**src/sv/bgd_pkg.sv**
```systemverilog
// Package for the button gesture dimmer: event codes, register indexes,
// reset values and the colour palette lookup.
// No dependencies.
package bgd_pkg;

   typedef enum logic [2:0] {
      FUNC_SINGLE  = 3'd0,
      FUNC_DOUBLE  = 3'd1,
      FUNC_LONG    = 3'd2,
      FUNC_HOLD    = 3'd3,
      FUNC_RELEASE = 3'd4,
      FUNC_SET     = 3'd5
   } func_type;

   typedef enum logic [1:0] {
      REG_TICKS_PER_STEP = 2'd0,
      REG_STEP_PERCENT   = 2'd1,
      REG_MIN_PERCENT    = 2'd2,
      REG_MAX_PERCENT    = 2'd3
   } reg_index_type;

   localparam logic [7:0] TICKS_PER_STEP_RESET = 8'd12;
   localparam logic [5:0] STEP_PERCENT_RESET   = 6'd2;
   localparam logic [6:0] MIN_PERCENT_RESET    = 7'd5;
   localparam logic [6:0] MAX_PERCENT_RESET    = 7'd100;
   localparam logic [6:0] LEVEL_RESET          = 7'd100;

   typedef struct packed {
      logic [7:0] red;
      logic [7:0] green;
      logic [7:0] blue;
   } rgb_type;

   function automatic rgb_type palette_rgb(input logic [2:0] ci);
      rgb_type c;
      case (ci)
         3'd0:    c = '{red: 8'd255, green: 8'd0,   blue: 8'd0};
         3'd1:    c = '{red: 8'd0,   green: 8'd255, blue: 8'd0};
         3'd2:    c = '{red: 8'd0,   green: 8'd0,   blue: 8'd255};
         3'd3:    c = '{red: 8'd255, green: 8'd255, blue: 8'd0};
         3'd4:    c = '{red: 8'd255, green: 8'd0,   blue: 8'd255};
         3'd5:    c = '{red: 8'd0,   green: 8'd255, blue: 8'd255};
         3'd6:    c = '{red: 8'd255, green: 8'd128, blue: 8'd0};
         default: c = '{red: 8'd255, green: 8'd255, blue: 8'd255};
      endcase
      return c;
   endfunction

endpackage

```
**src/sv/bgd_req_if.sv**
```systemverilog
// Input channel of the button gesture dimmer: one gesture event per item.
// No dependencies.
interface bgd_req_if;
   logic       valid;
   logic       ready;
   logic [2:0] func;
   logic       set_on;

   modport source (output valid, output func, output set_on, input ready);
   modport sink   (input valid, input func, input set_on, output ready);
endinterface

```
**src/sv/bgd_rsp_if.sv**
```systemverilog
// Result channel of the button gesture dimmer: lamp state after each event.
// No dependencies.
interface bgd_rsp_if;
   logic       valid;
   logic       ready;
   logic       lamp_on;
   logic [6:0] brightness;
   logic [7:0] red;
   logic [7:0] green;
   logic [7:0] blue;
   logic       color_valid;
   logic       dimming_active;

   modport source (output valid, output lamp_on, output brightness, output red,
                   output green, output blue, output color_valid,
                   output dimming_active, input ready);
   modport sink   (input valid, input lamp_on, input brightness, input red,
                   input green, input blue, input color_valid,
                   input dimming_active, output ready);
endinterface

```
**src/sv/button_gesture_dimmer_top.sv**
```systemverilog
// Button gesture dimmer top level: event decode, dimming state and result
// register. Uses bgd_pkg, bgd_req_if and bgd_rsp_if.
//
// Usage:
//   req carries one button event per item (func, set_on), valid/ready.
//   rsp carries one item per event: lamp switch, brightness, palette colour,
//   color_valid and dimming_active as they stand after that event.
//   csr is an APB-style write/read port with four registers at byte
//   addresses 0, 4, 8, 12; pready is always high. Write only while idle.
// Latency: the result of an item is valid the cycle after it is accepted.
// Throughput: one item per cycle while rsp.ready is high; the state update and
//   the result are computed combinationally from the state registers.
// Stall: while a result waits in the output register and rsp.ready is low,
//   req.ready is low; the next item is taken in the cycle the result leaves.
// Reset: synchronous; lamp on at 100 percent, palette entry 0 not chosen,
//   no dimming session, direction down, registers at their defaults.
module button_gesture_dimmer_top #(
   parameter int PALETTE_SIZE = 8
) (
   input  logic              clock,
   input  logic              reset,
   bgd_req_if.sink           req,
   bgd_rsp_if.source         rsp,
   input  logic              csr_psel,
   input  logic              csr_penable,
   input  logic              csr_pwrite,
   input  logic [3:0]        csr_paddr,
   input  logic [31:0]       csr_pwdata,
   output logic [31:0]       csr_prdata,
   output logic              csr_pready
);
   import bgd_pkg::*;

   localparam int IDX_W = $clog2(PALETTE_SIZE);
   localparam logic [IDX_W:0] PAL_LAST = (IDX_W + 1)'(PALETTE_SIZE);

   logic [7:0] ticks_per_step_ff;
   logic [5:0] step_percent_ff;
   logic [6:0] min_percent_ff;
   logic [6:0] max_percent_ff;

   logic             on_flag_ff, on_flag_in;
   logic [IDX_W-1:0] palette_index_ff, palette_index_in;
   logic             palette_chosen_ff, palette_chosen_in;
   logic             dim_active_ff, dim_active_in;
   logic             dim_up_ff, dim_up_in;
   logic [7:0]       hold_ticks_ff, hold_ticks_in;
   logic [6:0]       level_ff, level_in;

   logic       rsp_valid_ff;
   logic       lamp_on_ff;
   logic [6:0] brightness_ff;
   rgb_type    rgb_ff, rgb_in;
   logic       color_valid_ff;
   logic       dimming_active_ff;

   logic             accept;
   logic             csr_write;
   reg_index_type    csr_index;
   logic [IDX_W:0]   index_inc;
   logic [IDX_W+2:0] index_ext;
   logic [7:0]       hold_inc;
   logic [6:0]       level_step;
   logic [7:0]       up_sum;
   logic [7:0]       down_floor;

   assign accept     = req.valid && req.ready;
   assign req.ready  = !rsp_valid_ff || rsp.ready;
   assign csr_pready = 1'b1;
   assign csr_write  = csr_psel && csr_penable && csr_pwrite;
   assign csr_index  = reg_index_type'(csr_paddr[3:2]);

   always_comb begin
      unique case (csr_index)
         REG_TICKS_PER_STEP: csr_prdata = {24'd0, ticks_per_step_ff};
         REG_STEP_PERCENT:   csr_prdata = {26'd0, step_percent_ff};
         REG_MIN_PERCENT:    csr_prdata = {25'd0, min_percent_ff};
         REG_MAX_PERCENT:    csr_prdata = {25'd0, max_percent_ff};
         default:            csr_prdata = 32'd0;
      endcase
   end

   // one dimming step from the current level and direction
   always_comb begin
      up_sum     = {1'b0, level_ff} + {2'b00, step_percent_ff};
      down_floor = {1'b0, min_percent_ff} + {2'b00, step_percent_ff};
      level_step = level_ff;
      if (dim_up_ff) begin
         if (level_ff < max_percent_ff) begin
            if (up_sum >= {1'b0, max_percent_ff}) level_step = max_percent_ff;
            else level_step = up_sum[6:0];
         end
      end else begin
         if (level_ff > min_percent_ff) begin
            if ({1'b0, level_ff} <= down_floor) level_step = min_percent_ff;
            else level_step = level_ff - {1'b0, step_percent_ff};
         end
      end
   end

   always_comb begin
      on_flag_in        = on_flag_ff;
      palette_index_in  = palette_index_ff;
      palette_chosen_in = palette_chosen_ff;
      dim_active_in     = dim_active_ff;
      dim_up_in         = dim_up_ff;
      hold_ticks_in     = hold_ticks_ff;
      level_in          = level_ff;
      index_inc         = {1'b0, palette_index_ff} + (IDX_W + 1)'(1);
      hold_inc          = hold_ticks_ff + 8'd1;
      case (req.func)
         FUNC_SINGLE: on_flag_in = !on_flag_ff;
         FUNC_DOUBLE: begin
            on_flag_in        = 1'b1;
            palette_index_in  = (index_inc >= PAL_LAST) ? '0 : index_inc[IDX_W-1:0];
            palette_chosen_in = 1'b1;
         end
         FUNC_LONG: begin
            dim_active_in = 1'b1;
            hold_ticks_in = 8'd0;
            if (!on_flag_ff) begin
               on_flag_in = 1'b1;
               level_in   = min_percent_ff;
               dim_up_in  = 1'b1;
            end else if (level_ff >= max_percent_ff) begin
               dim_up_in = 1'b0;
            end else if (level_ff <= min_percent_ff) begin
               dim_up_in = 1'b1;
            end
         end
         FUNC_HOLD: begin
            if (dim_active_ff) begin
               if (hold_inc >= ticks_per_step_ff) begin
                  hold_ticks_in = 8'd0;
                  level_in      = level_step;
               end else begin
                  hold_ticks_in = hold_inc;
               end
            end
         end
         FUNC_RELEASE: begin
            if (dim_active_ff) begin
               dim_active_in = 1'b0;
               dim_up_in     = !dim_up_ff;
            end
         end
         FUNC_SET: on_flag_in = req.set_on;
         default: ;
      endcase
      index_ext = {3'b000, palette_index_in};
      rgb_in    = palette_rgb(index_ext[2:0]);
   end

   always_ff @(posedge clock) begin
      if (reset) begin
         ticks_per_step_ff <= TICKS_PER_STEP_RESET;
         step_percent_ff   <= STEP_PERCENT_RESET;
         min_percent_ff    <= MIN_PERCENT_RESET;
         max_percent_ff    <= MAX_PERCENT_RESET;
      end else if (csr_write) begin
         unique case (csr_index)
            REG_TICKS_PER_STEP: ticks_per_step_ff <= csr_pwdata[7:0];
            REG_STEP_PERCENT:   step_percent_ff   <= csr_pwdata[5:0];
            REG_MIN_PERCENT:    min_percent_ff    <= csr_pwdata[6:0];
            REG_MAX_PERCENT:    max_percent_ff    <= csr_pwdata[6:0];
            default: ;
         endcase
      end
   end

   always_ff @(posedge clock) begin
      if (reset) begin
         on_flag_ff        <= 1'b1;
         palette_index_ff  <= '0;
         palette_chosen_ff <= 1'b0;
         dim_active_ff     <= 1'b0;
         dim_up_ff         <= 1'b0;
         hold_ticks_ff     <= 8'd0;
         level_ff          <= LEVEL_RESET;
         rsp_valid_ff      <= 1'b0;
      end else begin
         if (accept) begin
            on_flag_ff        <= on_flag_in;
            palette_index_ff  <= palette_index_in;
            palette_chosen_ff <= palette_chosen_in;
            dim_active_ff     <= dim_active_in;
            dim_up_ff         <= dim_up_in;
            hold_ticks_ff     <= hold_ticks_in;
            level_ff          <= level_in;
            rsp_valid_ff      <= 1'b1;
         end else if (rsp.ready) begin
            rsp_valid_ff <= 1'b0;
         end
      end
   end

   // result payload, loaded with the item
   always_ff @(posedge clock) begin
      if (accept) begin
         lamp_on_ff        <= on_flag_in;
         brightness_ff     <= level_in;
         rgb_ff            <= rgb_in;
         color_valid_ff    <= palette_chosen_in;
         dimming_active_ff <= dim_active_in;
      end
   end

   assign rsp.valid          = rsp_valid_ff;
   assign rsp.lamp_on        = lamp_on_ff;
   assign rsp.brightness     = brightness_ff;
   assign rsp.red            = rgb_ff.red;
   assign rsp.green          = rgb_ff.green;
   assign rsp.blue           = rgb_ff.blue;
   assign rsp.color_valid    = color_valid_ff;
   assign rsp.dimming_active = dimming_active_ff;

endmodule

```
**src/flat_wrapper.sv**
```systemverilog
// flat-port wrapper written by rule: the top's interface ports become plain ports
module button_gesture_dimmer_top_flat import bgd_pkg::*;
#(
   parameter int PALETTE_SIZE = 8
)
  (clock, reset, csr_psel, csr_penable, csr_pwrite, csr_paddr, csr_pwdata, csr_prdata, csr_pready, req_valid, req_func, req_set_on, req_ready, rsp_valid, rsp_lamp_on, rsp_brightness, rsp_red, rsp_green, rsp_blue, rsp_color_valid, rsp_dimming_active, rsp_ready);
  bgd_req_if req_i ();
  bgd_rsp_if rsp_i ();
  input  logic clock;
  input  logic reset;
  input  logic csr_psel;
  input  logic csr_penable;
  input  logic csr_pwrite;
  input  logic [3:0] csr_paddr;
  input  logic [31:0] csr_pwdata;
  output logic [31:0] csr_prdata;
  output logic csr_pready;
  input wire logic [$bits(req_i.valid)-1:0] req_valid;
  input wire logic [$bits(req_i.func)-1:0] req_func;
  input wire logic [$bits(req_i.set_on)-1:0] req_set_on;
  output wire logic [$bits(req_i.ready)-1:0] req_ready;
  output wire logic [$bits(rsp_i.valid)-1:0] rsp_valid;
  output wire logic [$bits(rsp_i.lamp_on)-1:0] rsp_lamp_on;
  output wire logic [$bits(rsp_i.brightness)-1:0] rsp_brightness;
  output wire logic [$bits(rsp_i.red)-1:0] rsp_red;
  output wire logic [$bits(rsp_i.green)-1:0] rsp_green;
  output wire logic [$bits(rsp_i.blue)-1:0] rsp_blue;
  output wire logic [$bits(rsp_i.color_valid)-1:0] rsp_color_valid;
  output wire logic [$bits(rsp_i.dimming_active)-1:0] rsp_dimming_active;
  input wire logic [$bits(rsp_i.ready)-1:0] rsp_ready;
  assign req_i.valid = req_valid;
  assign req_i.func = req_func;
  assign req_i.set_on = req_set_on;
  assign req_ready = req_i.ready;
  assign rsp_valid = rsp_i.valid;
  assign rsp_lamp_on = rsp_i.lamp_on;
  assign rsp_brightness = rsp_i.brightness;
  assign rsp_red = rsp_i.red;
  assign rsp_green = rsp_i.green;
  assign rsp_blue = rsp_i.blue;
  assign rsp_color_valid = rsp_i.color_valid;
  assign rsp_dimming_active = rsp_i.dimming_active;
  assign rsp_i.ready = rsp_ready;
  button_gesture_dimmer_top #(.PALETTE_SIZE(PALETTE_SIZE)) u_core (.clock(clock), .reset(reset), .req(req_i), .rsp(rsp_i), .csr_psel(csr_psel), .csr_penable(csr_penable), .csr_pwrite(csr_pwrite), .csr_paddr(csr_paddr), .csr_pwdata(csr_pwdata), .csr_prdata(csr_prdata), .csr_pready(csr_pready));
endmodule
```
**config.mk**
```make
export PLATFORM = sky130hd
export DESIGN_NAME = button_gesture_dimmer_top_flat
export DESIGN_NICKNAME = d
export VERILOG_FILES = /design/src/sv/bgd_pkg.sv /design/src/sv/bgd_req_if.sv /design/src/sv/bgd_rsp_if.sv /design/src/sv/button_gesture_dimmer_top.sv /design/src/flat_wrapper.sv
export SDC_FILE = /design/constraint.sdc
export NUM_CORES = 1
export LEC_CHECK = 0
export BUFFER_PORTS_ARGS = -buffer_cell sky130_fd_sc_hd__buf_2
export CORE_UTILIZATION = 55
export DETAILED_ROUTE_END_ITERATION = 6
export PLACE_DENSITY = 0.8
export SYNTH_ARGS = -nofsm -noshare
export SYNTH_HDL_FRONTEND = slang
export SYNTH_SLANG_ARGS = --single-unit
```
**constraint.sdc**
```tcl
create_clock -name clock -period 8.7 [get_ports clock]
set_input_delay 1.74 -clock clock [delete_from_list [all_inputs] [get_ports clock]]
set_output_delay 1.74 -clock clock [all_outputs]
set_load 0.005 [all_outputs]
```
==> impl_metrics.json <==
{
  "mappedNetlistArea_mm2": 0.005416,
  "drt_wl_total_um": 13670,
  "cp_max_fo": 13,
  "die_y_um": 101.2,
  "die_area_mm2": 0.01025,
  "place_congestion": 0.9306,
  "grt_util_all_layers": 0.2739,
  "worstPathArrival_ns": 2.72,
  "yosys-top-cells-area": "dfxtp_1, ha_1, edfxtp_1, buf_4, mux2i_1",
  "postCtsSetupBuffers": 0,
  "path_delay_family": "multiplexers",
  "synth_edf_count": 14,
  "initial_utilization": 0.5780,
  "ctsHoldBuffers": 0,
  "crit_slowest_cell": "mux4_2",
  "clockBufferDepth": 2,
  "dr_total_vias": 4818,
  "antenna_found_initial": 0,
  "synth_seq_cells": 65,
  "syn_inst": 650,
  "post_dp_cell_area_mm2": 0.005525,
  "viasPerCell": 5.933,
  "finalCritPeriodShare": 0.5123,
  "dr.pass1.iters": 5,
  "max_stage_delay_ns": 0.56,
  "power_mw": 0.7023,
  "place_inst": 796,
  "tightest_slew_ns": 0.9495,
  "cts_tree": "done",
  "cp-start-kind": "input port",
  "netlist_top_cells_count": "nor2_1, ha_1, nand2_1",
  "seqCellArea_mm2": 0.001441,
  "grt_pass1_vias": 4478,
  "hp-class": "reg2reg",
  "crit_buf_inv": 2,
  "crit_type": "in2out",
  "setup_viol": 0,
  "fmaxAchievable_mhz": 224.4,
  "dieWidth_um": 101.2,
  "clkLatencyLatePin_ns": 0.35,
  "cts-root-buf": "clkbuf_8",
  "fin_nets": 784,
  "cts_resized": 0,
  "finalNonFillerCells": 812,
  "p_per_area_mw_per_mm2": 122.8,
  "setup_tns_ns": 0,
  "syn_to_final_growth_pct": 5.590,
  "fill_cells": 848,
  "num_antenna_cells": 0,
  "overflow": 0,
  "drc": 0,
  "multi_input_area_mm2": 0.003411,
  "synth_warnings": 0,
  "grt_pass1_wl_um": 21510,
  "rows": 35,
  "maxSlewViolCount": 0,
  "cap_viol_max_count": 0,
  "synthArstFlopShare": 0,
  "crit_path_cell_trace": "buf_2, mux4_2, buf_2",
  "stdcell_area_mm2": 0.005719,
  "ios": 116,
  "dp_hpwl_um": 10210,
  "drtIter0Drc": 336,
  "synth_top_area_cell": "dfxtp_1",
  "clock_sinks": 65,
  "ant_nets": 0,
  "crit_top_cell": "buf_2",
  "status": "finished, final reports clean",
  "yosys.area.top_type_share": 0.1885,
  "synth_most_common_cell": "nor2_1",
  "crit_path_end_kind": "output port",
  "core_mm2": 0.009371,
  "syn_area_per_cell_um2": 8.333,
  "vdd_ir_drop_max_uv": 141.1,
  "ys_seq_area_frac": 0.2661,
  "skew_ns": 0.01108,
  "rsz0062_at_grt": "no",
  "synth_cell_types": 68,
  "wl_per_cell_um": 16.83,
  "post-route-min-period_ns": 4.457,
  "io_buffer_count": 64,
  "cts_max_level": 3,
  "required_ns": 6.96,
  "maxSlewHeadroom": 0.3621,
  "numCtsBuffers": 9,
  "finalHoldViolations": 0,
  "clk_transition_reported_paths_ns": 0.07,
  "static-leakage-power_nw": 2.448,
  "synth_flop_cell": "dfxtp_1",
  "grt_max_degree": 43,
  "drive_above_1_share": 0.1435
}
-- sequential cells by signal, summed over array words and instances (netlist names), 2 cells and up --
register,flops
u_core.rsp.brightness,7
u_core.palette_index_ff,3
u_core.hold_ticks_ff,8
u_core.ticks_per_step_ff,8
u_core.min_percent_ff,7
u_core.level_ff,7
u_core.max_percent_ff,7
u_core.rsp.green,2
u_core.step_percent_ff,6
-- worst register-to-register path, cell delays in order (launching register included) --
cell	delay, ns
dfxtp_1	0.62
ha_1	0.33
nand2b_1	0.19
a221oi_1	0.34
o21ai_0	0.17
xnor2_1	0.24
ha_1	0.29
a21o_1	0.20
a221oi_2	0.25
o31a_2	0.22
and2_4	0.21
mux2i_1	0.12
o2111a_1	0.27
a2111o_1	0.39
nand2_1	0.08
-- report_power, final --
| part | switching, mW | internal [mW] | total [mW] |
|---|---|---|---|
| registers | 0.00936 | 0.316 | 0.325 |
| clock network | 0.121 | 0.136 | 0.257 |
| logic | 0.0710 | 0.0493 | 0.120 |
-- per-stage QoR --
stage / hold WS (ns) / setup WS (ns) / util
floorplan: 0.4313 / 4.269 / -
global placement: 0.4446 / 4.257 / 0.5896
detailed placement: 0.4494 / 4.259 / 0.5896
CTS: 0.4599 / 4.250 / 0.6103
global route: 0.4795 / 4.200 / 0.6103
finish: 0.4580 / 4.243 / 0.6103
-- metal layers --
metal / vias to the layer above / track usage / routed length, um
met3: 29 / 0.05452 / 1110
met1: 2242 / 0.3362 / 5683
li1: 2292 / - / -
met5: - / 0 / 0
met2: 255 / 0.4731 / 6531
met4: 0 / 0.1059 / 344
-- layout make-up --
class / count / share of cell area
repair buffers: 65 / 0.05732
well taps: 129 / 0.02822
flip-flops and latches: 65 / 0.2520
multi-input cells: 488 / 0.5964
inverters: 49 / 0.03216
clock buffers: 14 / 0.03216
clock inverters: 2 / 0.001750
-- cells by family after synthesis --
logic type               share of synthesized area
other                                     0.001387
AND/OR/NAND/NOR                             0.1712
buffers and inverters                       0.1201
multiplexers                               0.07323
AO/OA/AOI/OAI                               0.1936
adder cells (fa/ha/maj)                     0.1404
XOR/XNOR                                   0.03396
flip-flops                                  0.2661
-- cell usage in the layout (no fill, tap or decap), drive strengths merged, types with 10 or more instances in the layout --
| cell | Yosys | final |
|---|---|---|
| dfxtp | 51 | 51 |
| nand2b | 10 | 10 |
| mux2i | 25 | 25 |
| edfxtp | 14 | 14 |
| xor2 | 10 | 10 |
| ha | 56 | 56 |
| xnor2 | 11 | 11 |
| a21oi | 44 | 44 |
| clkbuf | 17 | 14 |
| nand2 | 53 | 53 |
| nor3 | 13 | 13 |
| nand3 | 17 | 17 |
| inv | 49 | 49 |
| buf | 54 | 65 |
| o21ai | 34 | 34 |
| nor2 | 63 | 63 |
| o211ai | 14 | 14 |
| conb | 2 | 25 |
-- path summary, 6_finish.rpt --
path / startpoint / endpoint / slack [ns] / cells after the start
worst max-delay path: csr_paddr[2] / csr_prdata[1] / 4.24 / 3
worst max register to register: u_core.level_ff[1] / u_core.rsp.brightness[5] / 4.66 / 14
worst min-delay path: u_core.palette_chosen_ff / u_core.palette_chosen_ff / 0.46 / 2
worst min register to register: u_core.palette_chosen_ff / u_core.palette_chosen_ff / 0.46 / 2
No activity file was read; power rests on OpenSTA's default activity.
